### config.mk
export PLATFORM = sky130hd
export DESIGN_NAME = box_downscale_ascii_shade_flat
export DESIGN_NICKNAME = d
export VERILOG_FILES = /design/src/design/bdas_pkg.sv /design/src/design/bdas_if.sv /design/src/design/bdas_front.sv /design/src/design/bdas_queue.sv /design/src/design/bdas_back.sv /design/src/design/box_downscale_ascii_shade.sv /design/src/flat_wrapper.sv
export SDC_FILE = /design/constraint.sdc
export NUM_CORES = 2
export LEC_CHECK = 0
export ABC_AREA = 1
export BUFFER_PORTS_ARGS = -buffer_cell sky130_fd_sc_hd__buf_2
export CAP_MARGIN = 30
export CELL_PAD_IN_SITES_DETAIL_PLACEMENT = 1
export CELL_PAD_IN_SITES_GLOBAL_PLACEMENT = 1
export CORE_ASPECT_RATIO = 0.5
export CORE_MARGIN = 10
export CORE_UTILIZATION = 52
export CTS_CLUSTER_DIAMETER = 200
export DETAILED_ROUTE_END_ITERATION = 8
export PLACE_DENSITY = 0.91
export SYNTH_ARGS = -nofsm -noshare
export SYNTH_HDL_FRONTEND = slang
export SYNTH_SLANG_ARGS = --single-unit
### constraint.sdc
create_clock -name clk -period 10.65 [get_ports clk]
set_input_delay 1.065 -clock clk [delete_from_list [all_inputs] [get_ports clk]]
set_output_delay 1.065 -clock clk [all_outputs]
set_load 0.02 [all_outputs]
### src/design/bdas_pkg.sv
`default_nettype none

package bdas_pkg;

  localparam int OUT_SIZE  = 64;
  localparam int MAX_BLOCK = 64;
  localparam int WIDTH_MAX = 4096;
  localparam int QDEPTH    = 4;

  localparam int PIX_W    = 8;
  localparam int IW_W     = 13;
  localparam int BW_W     = 7;
  localparam int COL_W    = 12;
  localparam int ROW_W    = 6;
  localparam int BAND_W   = 7;
  localparam int CIB_W    = BW_W - 1;
  localparam int SUM_W    = 20;
  localparam int DIV_W    = 13;
  localparam int CHAR_W   = 7;
  localparam int BLK_W    = (OUT_SIZE > 1) ? $clog2(OUT_SIZE) : 1;
  localparam int PROD_W   = BLK_W + 1 + BW_W;
  localparam int SCNT_W   = $clog2(COL_W);
  localparam int QPTR_W   = (QDEPTH > 1) ? $clog2(QDEPTH) : 1;
  localparam int QCNT_W   = $clog2(QDEPTH + 1);
  localparam int CFG_IDX_W  = 2;
  localparam int CFG_DATA_W = IW_W;

  localparam logic [CFG_IDX_W-1:0] REG_IMAGE_WIDTH = 2'd0;
  localparam logic [CFG_IDX_W-1:0] REG_BLOCK_W     = 2'd1;
  localparam logic [CFG_IDX_W-1:0] REG_BLOCK_H     = 2'd2;
  localparam logic [CFG_IDX_W-1:0] REG_INVERT      = 2'd3;

  localparam logic [IW_W-1:0] RST_IMAGE_WIDTH = 13'd80;
  localparam logic [BW_W-1:0] RST_BLOCK_W     = 7'd1;
  localparam logic [BW_W-1:0] RST_BLOCK_H     = 7'd1;

  localparam logic [PIX_W-1:0] PIX_MAX     = 8'd255;
  localparam logic [PIX_W-1:0] SHADE_FIRST = 8'd15;
  localparam logic [PIX_W-1:0] SHADE_LAST  = 8'd239;

  localparam logic [CHAR_W-1:0] SHADE_TABLE [16] = '{
    7'd36,  7'd64, 7'd37, 7'd87, 7'd77, 7'd35, 7'd42, 7'd99,
    7'd120, 7'd41, 7'd63, 7'd43, 7'd126, 7'd59, 7'd58, 7'd46
  };

  typedef struct packed {
    logic [IW_W-1:0] image_width;
    logic [BW_W-1:0] block_w;
    logic [BW_W-1:0] block_h;
    logic            invert;
  } cfg_t;

  typedef struct packed {
    logic [SUM_W-1:0] sum;
    logic [DIV_W-1:0] divisor;
    logic             row_end;
    logic             frame_end;
  } job_t;

  typedef enum logic [1:0] {F_IDLE, F_SYNC, F_UPD} front_state_t;
  typedef enum logic [1:0] {D_IDLE, D_RUN, D_DONE} div_state_t;

  function automatic logic [CHAR_W-1:0] shade_of(input logic [PIX_W-1:0] v);
    logic [PIX_W-1:0] d;
    logic [3:0]       idx;
    d = v - SHADE_FIRST;
    if (v < SHADE_FIRST) begin
      idx = 4'd0;
    end else if (v >= SHADE_LAST) begin
      idx = 4'd15;
    end else begin
      idx = d[7:4] + 4'd1;
    end
    return SHADE_TABLE[idx];
  endfunction

endpackage

`default_nettype wire

### src/design/bdas_if.sv
`default_nettype none

interface bdas_pix_if;
  logic       valid;
  logic       ready;
  logic [7:0] pixel;
  logic       frame_start;
  modport source (output valid, pixel, frame_start, input ready);
  modport sink   (input valid, pixel, frame_start, output ready);
endinterface

interface bdas_chr_if;
  logic       valid;
  logic       ready;
  logic [6:0] shade_char;
  logic       row_end;
  logic       frame_end;
  modport source (output valid, shade_char, row_end, frame_end, input ready);
  modport sink   (input valid, shade_char, row_end, frame_end, output ready);
endinterface

`default_nettype wire

### src/design/bdas_front.sv
`default_nettype none

module bdas_front (
  input  logic           clk,
  input  logic           rst,
  input  bdas_pkg::cfg_t cfg,
  input  logic           resync,
  bdas_pix_if.sink       pix,
  input  logic           q_full,
  output logic           q_push,
  output bdas_pkg::job_t q_job
);
  import bdas_pkg::*;

  front_state_t state, state_next;

  logic [COL_W-1:0]  pixel_column, pixel_column_next;
  logic [ROW_W-1:0]  row_in_band, row_in_band_next;
  logic [BAND_W-1:0] band_index, band_index_next;
  logic              frame_done, frame_done_next;
  logic [COL_W-1:0]  blk, blk_next;
  logic [CIB_W-1:0]  cib, cib_next;
  logic              sync_req;
  logic [OUT_SIZE-1:0] valid;

  logic [SUM_W-1:0] sums [OUT_SIZE];
  logic [SUM_W-1:0] mem_q;

  logic [BLK_W-1:0] u_blk;
  logic [PIX_W-1:0] u_pix;
  logic             u_zero;
  logic             u_emit;
  logic             u_rend;
  logic             u_fend;
  logic [DIV_W-1:0] u_div;

  logic [COL_W-1:0] s_sh;
  logic [COL_W-1:0] s_q;
  logic [CIB_W-1:0] s_rem;
  logic [SCNT_W-1:0] s_cnt;

  logic [IW_W-1:0]   w_eff;
  logic [BW_W-1:0]   bw_eff;
  logic [BW_W-1:0]   bh_eff;
  logic              fs;
  logic [COL_W-1:0]  col_e;
  logic [ROW_W-1:0]  rib_e;
  logic [BAND_W-1:0] band_e;
  logic              fd_e;
  logic [COL_W-1:0]  blk_e;
  logic [CIB_W-1:0]  cib_e;
  logic [BLK_W-1:0]  blk_lo;
  logic [BLK_W:0]    blk_inc;
  logic [PROD_W-1:0] end_prod;
  logic [PROD_W:0]   end_next;
  logic [2*BW_W-1:0] div_prod;
  logic [BAND_W-1:0] band_inc;
  logic              in_grid;
  logic              blk_ok;
  logic              last_row;
  logic              blk_done;
  logic              emit;
  logic              rend;
  logic              fend;
  logic              col_wrap;
  logic              accept;
  logic              mem_rd;
  logic              mem_wr;
  logic              sync_start;
  logic              sync_last;
  logic [BW_W-1:0]   s_t;
  logic              s_ge;
  logic [CIB_W-1:0]  s_rem_new;
  logic [SUM_W-1:0]  u_sum;

  always_comb begin
    w_eff = cfg.image_width;
    if (cfg.image_width == '0) begin
      w_eff = 13'd1;
    end else if (cfg.image_width > IW_W'(WIDTH_MAX)) begin
      w_eff = IW_W'(WIDTH_MAX);
    end
    bw_eff = cfg.block_w;
    if (cfg.block_w == '0) begin
      bw_eff = 7'd1;
    end else if (cfg.block_w > BW_W'(MAX_BLOCK)) begin
      bw_eff = BW_W'(MAX_BLOCK);
    end
    bh_eff = cfg.block_h;
    if (cfg.block_h == '0) begin
      bh_eff = 7'd1;
    end else if (cfg.block_h > BW_W'(MAX_BLOCK)) begin
      bh_eff = BW_W'(MAX_BLOCK);
    end
  end

  assign fs     = pix.frame_start;
  assign col_e  = fs ? '0 : pixel_column;
  assign rib_e  = fs ? '0 : row_in_band;
  assign band_e = fs ? '0 : band_index;
  assign fd_e   = fs ? 1'b0 : frame_done;
  assign blk_e  = fs ? '0 : blk;
  assign cib_e  = fs ? '0 : cib;

  assign blk_lo   = blk_e[BLK_W-1:0];
  assign blk_inc  = {1'b0, blk_lo} + {{BLK_W{1'b0}}, 1'b1};
  assign end_prod = PROD_W'(blk_inc) * PROD_W'(bw_eff);
  assign end_next = {1'b0, end_prod} + (PROD_W+1)'(bw_eff);
  assign div_prod = (2*BW_W)'(bw_eff) * (2*BW_W)'(bh_eff);
  assign band_inc = band_e + 7'd1;

  assign in_grid  = blk_e < COL_W'(OUT_SIZE);
  assign blk_ok   = !fd_e && in_grid && (end_prod <= PROD_W'(w_eff));
  assign last_row = ({1'b0, rib_e} + 7'd1) >= bh_eff;
  assign blk_done = {1'b0, cib_e} == (bw_eff - 7'd1);
  assign emit     = blk_ok && last_row && blk_done;
  assign rend     = (blk_lo == BLK_W'(OUT_SIZE - 1)) || (end_next > (PROD_W+1)'(w_eff));
  assign fend     = rend && (({1'b0, band_e} + 8'd1) >= 8'(OUT_SIZE));
  assign col_wrap = ({1'b0, col_e} + 13'd1) >= w_eff;

  assign accept = pix.valid && pix.ready;

  assign s_t       = {s_rem, s_sh[COL_W-1]};
  assign s_ge      = s_t >= bw_eff;
  assign s_rem_new = s_ge ? CIB_W'(s_t - bw_eff) : s_t[CIB_W-1:0];
  assign sync_last = s_cnt == SCNT_W'(COL_W - 1);

  assign u_sum = (u_zero ? '0 : mem_q) + SUM_W'(u_pix);

  always_comb begin
    state_next = state;
    case (state)
      F_IDLE: begin
        if (sync_req) begin
          state_next = F_SYNC;
        end else if (accept && blk_ok) begin
          state_next = F_UPD;
        end
      end
      F_SYNC: begin
        if (sync_last) begin
          state_next = F_IDLE;
        end
      end
      F_UPD: begin
        state_next = F_IDLE;
      end
      default: begin
        state_next = F_IDLE;
      end
    endcase
  end

  always_comb begin
    pix.ready  = 1'b0;
    sync_start = 1'b0;
    mem_rd     = 1'b0;
    mem_wr     = 1'b0;
    q_push     = 1'b0;
    case (state)
      F_IDLE: begin
        pix.ready  = !sync_req && !q_full;
        sync_start = sync_req;
        mem_rd     = accept && blk_ok;
      end
      F_UPD: begin
        mem_wr = !u_emit;
        q_push = u_emit;
      end
      default: begin
      end
    endcase
  end

  assign q_job = '{sum: u_sum, divisor: u_div, row_end: u_rend, frame_end: u_fend};

  always_comb begin
    pixel_column_next = pixel_column;
    row_in_band_next  = row_in_band;
    band_index_next   = band_index;
    frame_done_next   = frame_done;
    blk_next          = blk;
    cib_next          = cib;
    if (state == F_SYNC && sync_last) begin
      blk_next = {s_q[COL_W-2:0], s_ge};
      cib_next = s_rem_new;
    end
    if (accept) begin
      pixel_column_next = col_e;
      row_in_band_next  = rib_e;
      band_index_next   = band_e;
      frame_done_next   = fd_e;
      blk_next          = blk_e;
      cib_next          = cib_e;
      if (!fd_e) begin
        if (emit && fend) begin
          frame_done_next = 1'b1;
        end
        if (col_wrap) begin
          pixel_column_next = '0;
          blk_next          = '0;
          cib_next          = '0;
          if (last_row) begin
            row_in_band_next = '0;
            band_index_next  = band_inc;
            if ({1'b0, band_inc} >= 8'(OUT_SIZE)) begin
              frame_done_next = 1'b1;
            end
          end else begin
            row_in_band_next = rib_e + 6'd1;
          end
        end else begin
          pixel_column_next = col_e + 12'd1;
          if (blk_done) begin
            blk_next = blk_e + 12'd1;
            cib_next = '0;
          end else begin
            cib_next = cib_e + 6'd1;
          end
        end
      end
    end
  end

  always_ff @(posedge clk) begin
    if (rst) begin
      state        <= F_IDLE;
      pixel_column <= '0;
      row_in_band  <= '0;
      band_index   <= '0;
      frame_done   <= 1'b0;
      blk          <= '0;
      cib          <= '0;
      sync_req     <= 1'b0;
      valid        <= '0;
    end else begin
      state        <= state_next;
      pixel_column <= pixel_column_next;
      row_in_band  <= row_in_band_next;
      band_index   <= band_index_next;
      frame_done   <= frame_done_next;
      blk          <= blk_next;
      cib          <= cib_next;
      sync_req     <= resync || (sync_req && !sync_start);
      if (accept && fs) begin
        valid <= '0;
      end else if (mem_wr) begin
        valid[u_blk] <= 1'b1;
      end else if (q_push) begin
        valid[u_blk] <= 1'b0;
      end
    end
  end

  always_ff @(posedge clk) begin
    if (accept) begin
      u_blk  <= blk_lo;
      u_pix  <= pix.pixel;
      u_zero <= fs || !valid[blk_lo];
      u_emit <= emit;
      u_rend <= rend;
      u_fend <= fend;
      u_div  <= DIV_W'(div_prod);
    end
    if (sync_start) begin
      s_sh  <= pixel_column;
      s_q   <= '0;
      s_rem <= '0;
      s_cnt <= '0;
    end else if (state == F_SYNC) begin
      s_sh  <= s_sh << 1;
      s_q   <= {s_q[COL_W-2:0], s_ge};
      s_rem <= s_rem_new;
      s_cnt <= s_cnt + 4'd1;
    end
  end

  always_ff @(posedge clk) begin
    if (mem_rd) begin
      mem_q <= sums[blk_lo];
    end
    if (mem_wr) begin
      sums[u_blk] <= u_sum;
    end
  end

endmodule

`default_nettype wire

### src/design/bdas_queue.sv
`default_nettype none

module bdas_queue (
  input  logic           clk,
  input  logic           rst,
  input  logic           push,
  input  bdas_pkg::job_t push_job,
  input  logic           pop,
  output bdas_pkg::job_t head,
  output logic           full,
  output logic           empty
);
  import bdas_pkg::*;

  job_t              entries [QDEPTH];
  logic [QPTR_W-1:0] wr_ptr;
  logic [QPTR_W-1:0] rd_ptr;
  logic [QCNT_W-1:0] count;

  assign head  = entries[rd_ptr];
  assign full  = count == QCNT_W'(QDEPTH);
  assign empty = count == '0;

  always_ff @(posedge clk) begin
    if (rst) begin
      wr_ptr <= '0;
      rd_ptr <= '0;
      count  <= '0;
    end else begin
      if (push) begin
        wr_ptr <= (wr_ptr == QPTR_W'(QDEPTH - 1)) ? '0 : wr_ptr + 1'b1;
      end
      if (pop) begin
        rd_ptr <= (rd_ptr == QPTR_W'(QDEPTH - 1)) ? '0 : rd_ptr + 1'b1;
      end
      if (push && !pop) begin
        count <= count + 1'b1;
      end else if (pop && !push) begin
        count <= count - 1'b1;
      end
    end
  end

  always_ff @(posedge clk) begin
    if (push) begin
      entries[wr_ptr] <= push_job;
    end
  end

endmodule

`default_nettype wire

### src/design/bdas_back.sv
`default_nettype none

module bdas_back (
  input  logic           clk,
  input  logic           rst,
  input  logic           invert,
  input  logic           q_empty,
  input  bdas_pkg::job_t q_job,
  output logic           q_pop,
  bdas_chr_if.source     chr
);
  import bdas_pkg::*;

  div_state_t state, state_next;

  logic [SUM_W-1:0]  rem;
  logic [SUM_W-1:0]  dsh;
  logic [PIX_W-1:0]  quo;
  logic [2:0]        step;
  logic              rend;
  logic              fend;
  logic              out_valid;
  logic [CHAR_W-1:0] out_char;
  logic              out_rend;
  logic              out_fend;

  logic              sat;
  logic              ge;
  logic              out_free;
  logic              out_load;
  logic [PIX_W-1:0]  avg;

  assign sat      = {1'b0, q_job.sum} >= {q_job.divisor, 8'b0};
  assign ge       = rem >= dsh;
  assign out_free = !out_valid || chr.ready;
  assign avg      = invert ? (PIX_MAX - quo) : quo;

  always_comb begin
    state_next = state;
    case (state)
      D_IDLE: begin
        if (!q_empty) begin
          state_next = sat ? D_DONE : D_RUN;
        end
      end
      D_RUN: begin
        if (step == 3'd7) begin
          state_next = D_DONE;
        end
      end
      D_DONE: begin
        if (out_free) begin
          state_next = D_IDLE;
        end
      end
      default: begin
        state_next = D_IDLE;
      end
    endcase
  end

  always_comb begin
    q_pop    = 1'b0;
    out_load = 1'b0;
    case (state)
      D_IDLE: begin
        q_pop = !q_empty;
      end
      D_DONE: begin
        out_load = out_free;
      end
      default: begin
      end
    endcase
  end

  always_ff @(posedge clk) begin
    if (rst) begin
      state     <= D_IDLE;
      out_valid <= 1'b0;
    end else begin
      state <= state_next;
      if (out_load) begin
        out_valid <= 1'b1;
      end else if (chr.ready) begin
        out_valid <= 1'b0;
      end
    end
  end

  always_ff @(posedge clk) begin
    if (q_pop) begin
      rem  <= q_job.sum;
      dsh  <= {q_job.divisor, 7'b0};
      quo  <= sat ? PIX_MAX : '0;
      step <= '0;
      rend <= q_job.row_end;
      fend <= q_job.frame_end;
    end else if (state == D_RUN) begin
      if (ge) begin
        rem <= rem - dsh;
      end
      dsh  <= dsh >> 1;
      quo  <= {quo[PIX_W-2:0], ge};
      step <= step + 3'd1;
    end
    if (out_load) begin
      out_char <= shade_of(avg);
      out_rend <= rend;
      out_fend <= fend;
    end
  end

  assign chr.valid      = out_valid;
  assign chr.shade_char = out_char;
  assign chr.row_end    = out_rend;
  assign chr.frame_end  = out_fend;

endmodule

`default_nettype wire

### src/design/box_downscale_ascii_shade.sv
// A block's last pixel is summed, queued, divided by the 8-step divider (skipped on
// saturation) and registered as its character; no new job starts before that load.
// Ignored pixels go one per cycle unless the queue is full or a resync is pending;
// in-grid pixels wait for the sum memory read then write. A 4-entry queue lets pixels
// run ahead. A block_w write holds off pixels during the 12-step column resync.
// Reset (synchronous, rst high) clears counters, sum valid bits, queue and output.
`default_nettype none

module box_downscale_ascii_shade (
  input  logic                               clk,
  input  logic                               rst,
  input  logic                               cfg_wr_en,
  input  logic [bdas_pkg::CFG_IDX_W-1:0]     cfg_index,
  input  logic [bdas_pkg::CFG_DATA_W-1:0]    cfg_data,
  bdas_pix_if.sink                           pix,
  bdas_chr_if.source                         chr
);
  import bdas_pkg::*;

  cfg_t cfg;
  logic resync;
  logic q_push;
  logic q_pop;
  logic q_full;
  logic q_empty;
  job_t push_job;
  job_t head_job;

  assign resync = cfg_wr_en && (cfg_index == REG_BLOCK_W);

  always_ff @(posedge clk) begin
    if (rst) begin
      cfg.image_width <= RST_IMAGE_WIDTH;
      cfg.block_w     <= RST_BLOCK_W;
      cfg.block_h     <= RST_BLOCK_H;
      cfg.invert      <= 1'b0;
    end else if (cfg_wr_en) begin
      case (cfg_index)
        REG_IMAGE_WIDTH: cfg.image_width <= cfg_data;
        REG_BLOCK_W:     cfg.block_w     <= cfg_data[BW_W-1:0];
        REG_BLOCK_H:     cfg.block_h     <= cfg_data[BW_W-1:0];
        REG_INVERT:      cfg.invert      <= cfg_data[0];
        default: begin
        end
      endcase
    end
  end

  bdas_front u_front (
    .clk    (clk),
    .rst    (rst),
    .cfg    (cfg),
    .resync (resync),
    .pix    (pix),
    .q_full (q_full),
    .q_push (q_push),
    .q_job  (push_job)
  );

  bdas_queue u_queue (
    .clk      (clk),
    .rst      (rst),
    .push     (q_push),
    .push_job (push_job),
    .pop      (q_pop),
    .head     (head_job),
    .full     (q_full),
    .empty    (q_empty)
  );

  bdas_back u_back (
    .clk     (clk),
    .rst     (rst),
    .invert  (cfg.invert),
    .q_empty (q_empty),
    .q_job   (head_job),
    .q_pop   (q_pop),
    .chr     (chr)
  );

  a_no_push_full: assert property (@(posedge clk) disable iff (rst) q_push |-> !q_full)
    else $error("queue push while full");

  a_no_pop_empty: assert property (@(posedge clk) disable iff (rst) q_pop |-> !q_empty)
    else $error("queue pop while empty");

  a_resync_holds: assert property (@(posedge clk) disable iff (rst) resync |=> !pix.ready)
    else $error("pixel taken before column resync");

endmodule

`default_nettype wire
### src/flat_wrapper.sv
// flat-port wrapper written by rule: the top's interface ports become plain ports
module box_downscale_ascii_shade_flat import bdas_pkg::*;
  (clk, rst, cfg_wr_en, cfg_index, cfg_data, pix_valid, pix_pixel, pix_frame_start, pix_ready, chr_valid, chr_shade_char, chr_row_end, chr_frame_end, chr_ready);
  bdas_pix_if pix_i ();
  bdas_chr_if chr_i ();
  input  logic clk;
  input  logic rst;
  input  logic cfg_wr_en;
  input  logic [bdas_pkg::CFG_IDX_W-1:0] cfg_index;
  input  logic [bdas_pkg::CFG_DATA_W-1:0] cfg_data;
  input wire logic [$bits(pix_i.valid)-1:0] pix_valid;
  input wire logic [$bits(pix_i.pixel)-1:0] pix_pixel;
  input wire logic [$bits(pix_i.frame_start)-1:0] pix_frame_start;
  output wire logic [$bits(pix_i.ready)-1:0] pix_ready;
  output wire logic [$bits(chr_i.valid)-1:0] chr_valid;
  output wire logic [$bits(chr_i.shade_char)-1:0] chr_shade_char;
  output wire logic [$bits(chr_i.row_end)-1:0] chr_row_end;
  output wire logic [$bits(chr_i.frame_end)-1:0] chr_frame_end;
  input wire logic [$bits(chr_i.ready)-1:0] chr_ready;
  assign pix_i.valid = pix_valid;
  assign pix_i.pixel = pix_pixel;
  assign pix_i.frame_start = pix_frame_start;
  assign pix_ready = pix_i.ready;
  assign chr_valid = chr_i.valid;
  assign chr_shade_char = chr_i.shade_char;
  assign chr_row_end = chr_i.row_end;
  assign chr_frame_end = chr_i.frame_end;
  assign chr_i.ready = chr_ready;
  box_downscale_ascii_shade u_core (.clk(clk), .rst(rst), .cfg_wr_en(cfg_wr_en), .cfg_index(cfg_index), .cfg_data(cfg_data), .pix(pix_i), .chr(chr_i));
endmodule
After elaboration in Yosys (flattened, before gate mapping)
Memory sizes are Yosys's and may differ from the RTL's. A register that Yosys moved wholly into a read port is not among the register bits.
Cells that the tools add are included.
W data, S select, Z words.

storage, ports and cells
  bits in registers = 268
  ROM bits = 112
  memories kept = 3
  output and inout bits = 11
  word-level logic and storage cells = 244
  RAM bits = 1420

cells by class
  equal/unequal tests = 19
  bitwise logic cells = 4
  $lt $le $gt $ge = 18
  reductions and logical operators = 52
  multiplexer cells = 85
  $mul = 2
  add/subtract/negate cells = 23

memory list
  memory                  words  bits a word  rd ports  clocked after Yosys merged registers in  write ports  line              text
  u_core.u_front.sums     64     20           1         1                                        1            bdas_front.sv:26  logic [SUM_W-1:0] sums [OUT_SIZE];
  u_core.u_queue.entries  4      35           1         1                                        1            bdas_queue.sv:15  job_t entries [QDEPTH];
  (name not given)        16     7            1         1                                        0            bdas_pkg.sv:74    return SHADE_TABLE[idx];

operator list
  operator                 count
  $mux W12                 11
  $mux W64                 2
  $mux W20                 6
  $mux W6                  11
  $and A64 B64 Y64         1
  $not A64 Y64             1
  $or A64 B64 Y64          1
  $mux W7                  8
  $mux W8                  4
  $mux W13                 2
  $add A12 B1 Y12 const B  2
  $mux W2                  11
  $ge A20 B21 Y1           1
  $mux W1                  21
  $add A20 B8 Y20          1
  $ge A20 B20 Y1           1
  $sub A20 B20 Y20         1
  $logic_and A1 B1 Y1      16
  $add A14 B7 Y15          1
  $gt A15 B13 Y1           1
  $add A6 B1 Y7 const B    2
  $ge A7 B7 Y1             2
  $gt A7 B7 Y1 const B     2
  $le A14 B13 Y1           1
  other kinds (48)         93

Logic depth before layout (Yosys ltp)
  depth after elaboration = 14
  mapped depth = 45
  gate-level depth less buffers = 43

Modules after synthesis
Synthesis repeated with hierarchy kept, for this count alone.

unflattened totals
  cell total of the unflattened synthesis = 6817
  area total of the unflattened synthesis = 76327.0 um^2

by module, submodules not included
  module                     seq. area each (um^2)  instances  cells each  area an instance (um^2)
  bdas_front                 42971.2                1          5663        64912.3
  bdas_queue                 4384.2                 1          397         5651.7
  bdas_back                  1821.7                 1          578         4534.3
  box_downscale_ascii_shade  560.5                  1          179         1228.7

Worst setup path before layout
Ideal clock, no wire load.

  kind = input to register
  start point = in pix_frame_start
  end point = reg u_core.u_front.mem_q[0], read port of u_core.u_front.sums, enable pin
  stages on the path = 36
  path slack = 2.661 ns
  data arrival time = 7.592 ns
  path buffers = 4
  cell sequence = buf_6 > nor2_4 > buf_4 > buf_2 > buf_1 > ha_1 > nand2_1 > nor2_1 > xor2_1 > inv_1 > nor2_1 > fa_1 > inv_1 > fa_1 > inv_1 > fa_1 > inv_1 > fa_1 > inv_1 > ha_1 > a21oi_1 > o21a_1 > nand3_1 > nand2_1 > inv_1 > ha_1 > a21oi_1 > o21a_1 > nand2_1 > nand2_1 > nand2_1 > nand2_1 > nand2_1 > nand2_1 > nand3_1 > nor2_1

between the ends
  cells in the longest elaborated chain, start to end = 7
  elaborated cells on any way between the ends = 11

RTL lines
  element                            line                text
  start: declaration                 flat_wrapper.sv:13  input wire logic [$bits(pix_i.frame_start)-1:0] pix_frame_start;
  $mux W12 (*)                       bdas_front.sv:102   assign blk_e = fs ? '0 : blk;
  named net u_core.u_front.blk_e[0]  bdas_front.sv:50    logic [COL_W-1:0] blk_e;
  $add A6 B1 Y7                      bdas_front.sv:106   assign blk_inc = {1'b0, blk_lo} + {{BLK_W{1'b0}}, 1'b1};
  $mul A7 B7 Y14                     bdas_front.sv:107   assign end_prod = PROD_W'(blk_inc) * PROD_W'(bw_eff);
  $le A14 B13 Y1                     bdas_front.sv:113   assign blk_ok = !fd_e && in_grid && (end_prod <= PROD_W'(w_eff));
  $logic_and A1 B1 Y1 (*)            bdas_front.sv:113
  $logic_and A1 B1 Y1 (*)            bdas_front.sv:164   mem_rd = accept && blk_ok;
  $mux W1 (*)                        bdas_front.sv:160   case (state)
  named net u_core.u_front.mem_rd    bdas_front.sv:67    logic mem_rd;
  end: declaration                   bdas_front.sv:27    logic [SUM_W-1:0] mem_q;

Mark *: on every way through the listed nets, which the timed path passes. The rest lies on a longest branch.
A chain may end at the register's enable or synchronous reset.

Final worst setup path
  start point = in pix_frame_start
  end point = reg u_core.u_front.frame_done

between the ends
  cells in the longest elaborated chain, start to end = 13
  elaborated cells on any way between the ends = 35

RTL lines
  element                        line               text
  $mux W12 (*)                   bdas_front.sv:102
  $add A6 B1 Y7                  bdas_front.sv:106
  $mul A7 B7 Y14                 bdas_front.sv:107
  $add A14 B7 Y15                bdas_front.sv:108  assign end_next = {1'b0, end_prod} + (PROD_W+1)'(bw_eff);
  $gt A15 B13 Y1                 bdas_front.sv:117  assign rend = (blk_lo == BLK_W'(OUT_SIZE - 1)) || (end_next > (PROD_W+1)'(w_eff));
  $logic_or A1 B1 Y1 (*)         bdas_front.sv:117
  named net u_core.u_front.rend  bdas_front.sv:63   logic rend;
  $logic_and A1 B1 Y1 (*)        bdas_front.sv:118  assign fend = rend && (({1'b0, band_e} + 8'd1) >= 8'(OUT_SIZE));
  $logic_and A1 B1 Y1 (*)        bdas_front.sv:196  if (emit && fend) begin
  $mux W1 (*)                    bdas_front.sv:196
  $mux W1                        bdas_front.sv:206  if ({1'b0, band_inc} >= 8'(OUT_SIZE)) begin
  $mux W1                        bdas_front.sv:203  if (last_row) begin
  $mux W1 (*)                    bdas_front.sv:199  if (col_wrap) begin
  $mux W1 (*)                    bdas_front.sv:195  if (!fd_e) begin
  end signal: assignment         bdas_front.sv:241  frame_done <= frame_done_next;
  end: declaration               bdas_front.sv:20   logic frame_done, frame_done_next;

Marked as above.

==> out/metrics.yaml <==
crit_slowest_cell: "fa_1"
ys_ff_latch: 1717
core_um2: 144000
drt-wirelength-per-cell_um: 32.3
synth_edf_count: 1535
die_h_um: 290
cts_resized: 0
dp_hpwl_um: 148000
finalPower_mw: 19.6
postSynthCellCount: 6646
syn-num-nets: 6910
power.density_nw_per_um2: 234
max-slew-margin-rel_pct: 20.6
clock_skew_ns: 0.133
overflow: 0
antenna_found_initial: 19
setup_viol: 0
required_ns: 11.32
fin_crit_ns: 8.98
grt.total_usage_pct: 32.6
power_frac_comb_pct: 27.6
clkTransAtPathRegs_ns: 0.08
synthMuxAreaShare_pct: 0.0132
h-tree-depth: 4
grt_pass1_vias: 62732
fmax_ghz: 0.111
critPathMaxStageDelay_ns: 0.57
drt_first_pass_iters: 7
max_cap_viol_count: 0
cp.arrival_ns: 9.65
die_width_um: 560
cts_setup_buffers: 0
synth_top_family_by_area: "compound AO/OA/AOI/OAI gates"
cts_buffer_depth: 4
rsz0062_at_grt: "false"
io_pins: 40
peakVddDrop_mv: 0.183
tns_ns: 0
min_period_over_period_pct: 84.3
row_count: 98
status: "finished clean"
ant_nets: 0
syn2layout_area_growth_pct: 10.2
synth-xor-area-share_pct: 1.11
drt_iter0_drc: 10448
worstReg2RegEnd: "u_core.u_front.frame_done"
port_buffers: 39
routed_wl_um: 280000
start_util_pct: 52.7
cts_buffers: 158
dieArea_um2: 162000
critPathLaunchType: "input pin"
synth_compound_area_share_pct: 13.5
holdCritStartpoint: "pix_pixel[0]"
root_buffer: "clkbuf_16"
switchingPower_mw: 7.07
yosys.area_share.adder_pct: 4.39
nets: 6850
worst_skew_pair.late_latency_ns: 0.88
p_clk_share_pct: 29.6
setup.reg_to_reg.worst_slack_ns: 2.19
synthSimpleGateAreaFrac_pct: 11.2
final_common_cell: "edfxtp_1"
crit_family: "adder cells"
routed_via_density: 7.00
yosysSeqAreaShare_pct: 65.6
cts_tree: "yes"
reg2reg_from: "u_core.u_front.blk[2]"
power.leakage_nw: 28.8
path_class: "in2reg"
grt_max_degree: 227
worst_hold_path_type: "in2reg"
yosys_most_used_dff: "edfxtp_1"
synth-async-reset-ratio_pct: 0
fillers: 14358
final_core_util_pct: 58.1
synth_cell_types: 61
finalMaxSlewViolations: 0
power.internal_mw: 12.5
ff2ff_path_depth: 39
synth_area_per_cell_um2: 11.4
layout_common_cells: "edfxtp_1 (1535), nor2_1 (919), o21ai_0 (845)"
crit_path_end_kind: "flop"
p_seq_share_pct: 42.8
drive_gt1_share_pct: 8.20
finalHoldViolCount: 0
grt_first_pass_wirelength_um: 409000
critPathMostFrequentCell: "nand2_1"
worst-path-max-fanout: 102
min_to: "u_core.u_front.u_pix[0]"
hold_depth: 1
tightest_slew_ns: 1.19
p_sw_share_pct: 36.1
cp_num_buf_inv: 9
synth_area_um2: 75800
ys_warn_count: 0
ctsHoldBuffers: 0
drc: 0
vias: 60593
gp_congestion: 0.922
cts.sinks: 1717
==> metrics by stage <==
step	cell area, um^2	worst slack (ns)	cells	hold slack, ns
CTS	83500	1.62	8647	0.428
floorplan	75800	2.66	6646	0.400
global placement	78500	1.28	8361	0.450
global route	83600	1.18	8654	0.436
finish	83600	1.67	8662	0.442
detailed placement	78600	0.994	8369	0.465
==> sequential cells by signal, summed over array words and instances (netlist names), 11 cells and up, named ones only <==
| register | flops |
|---|---|
| u_core.u_front.sums | 1280 |
| u_core.u_front.pixel_column | 12 |
| u_core.u_front.blk | 12 |
| u_core.u_front.mem_q | 20 |
| u_core.u_front.s_q | 11 |
| u_core.u_back.dsh | 20 |
| u_core.cfg | 28 |
| u_core.u_front.u_div | 13 |
| u_core.u_front.s_sh | 12 |
| u_core.u_back.rem | 20 |
| u_core.u_queue.entries | 140 |
==> power groups by stage <==
stage               Clock (mW)  Sequential (mW)  Combinational [mW]
finish                    5.80             8.38                5.41
floorplan                    0             8.46                2.95
CTS                       5.73             8.36                5.11
detailed placement           0             8.49                4.80
global route              6.00             8.39                5.66
global placement             0             8.46                4.40
==> kinds of logic after synthesis <==
| family | count (synthesis) |
|---|---|
| compound gates | 1722 |
| mux | 1 |
| flops | 1717 |
| simple gates | 2066 |
| buf+inv | 812 |
| xor+xnor | 93 |
| fa+ha+maj | 235 |
==> routing by layer <==
| layer | wire (um) | track usage, % |
|---|---|---|
| met5 | 132 | 0 |
| met4 | 20100 | 19.9 |
| met3 | 36700 | 9.22 |
| met2 | 127000 | 51.2 |
| met1 | 95500 | 40.2 |
==> layout make-up <==
type	instances	area (um^2)	share of cell area (%)
well taps	1950	2440	2.92
diodes	8	20.0	0.0239
flip-flops and latches	1717	49700	59.5
inverters	429	1640	1.96
repair buffers	163	1310	1.57
clock inverters	71	611	0.730
multi-input cells	4117	23600	28.2
clock buffers	207	4280	5.12
==> worst max-delay path by stage <==
stage	start	to	slack, ns	cells after the start
2_1_floorplan	pix_frame_start	u_core.u_front.mem_q[0]	2.66	36
3_3_place_gp	pix_frame_start	u_core.u_front.frame_done	1.28	40
3_5_place_dp	pix_frame_start	u_core.u_front.frame_done	0.99	40
4_1_cts	pix_frame_start	u_core.u_front.frame_done	1.62	40
5_1_grt	pix_frame_start	u_core.u_front.frame_done	1.18	41
6_report	pix_frame_start	u_core.u_front.frame_done	1.67	41
==> worst register-to-register path: cells and delay by family, from the launching register on <==
family	cells	cell delay [ns]
DFF	1	0.35
buffers and inverters	7	1.24
adders and majority gates	7	2.86
AOI/OAI and AO/OA	3	0.62
xor gates and xnor gates	3	0.87
and+or+nand+nor	19	2.39
==> cells in the mapped netlist (4+ instances only) <==
library cell	n	area share [%]
inv_2	20	0.099
o21ai_1	14	0.092
a32o_1	21	0.28
clkinv_1	11	0.054
edfxtp_1	1535	61
o21a_1	18	0.18
inv_1	397	2.0
nand3b_1	4	0.040
o21bai_1	6	0.059
nor4_2	5	0.082
ha_1	183	3.0
nor3_1	54	0.36
buf_1	35	0.17
nand4_1	30	0.25
nor2_4	8	0.12
a31oi_1	16	0.13
fa_1	52	1.4
nand2_2	6	0.049
nand3_1	237	1.6
dfxtp_1	182	4.8
xor2_1	52	0.60
buf_4	4	0.040
or2_2	6	0.049
a21o_1	4	0.040
xnor2_1	37	0.43
nor3_2	6	0.079
nor2_1	983	4.9
buf_6	7	0.10
a211oi_1	4	0.040
o21ai_0	845	5.6
a21boi_0	5	0.049
nand2_1	691	3.4
nor2_2	8	0.066
nor4_1	13	0.11
a21oi_1	235	1.6
a221oi_1	12	0.14
buf_2	42	0.28
o22ai_1	198	1.6
o211ai_1	172	1.7
clkbuf_1	295	1.5
o221ai_1	163	1.9
(Power assumes the default switching activity.)
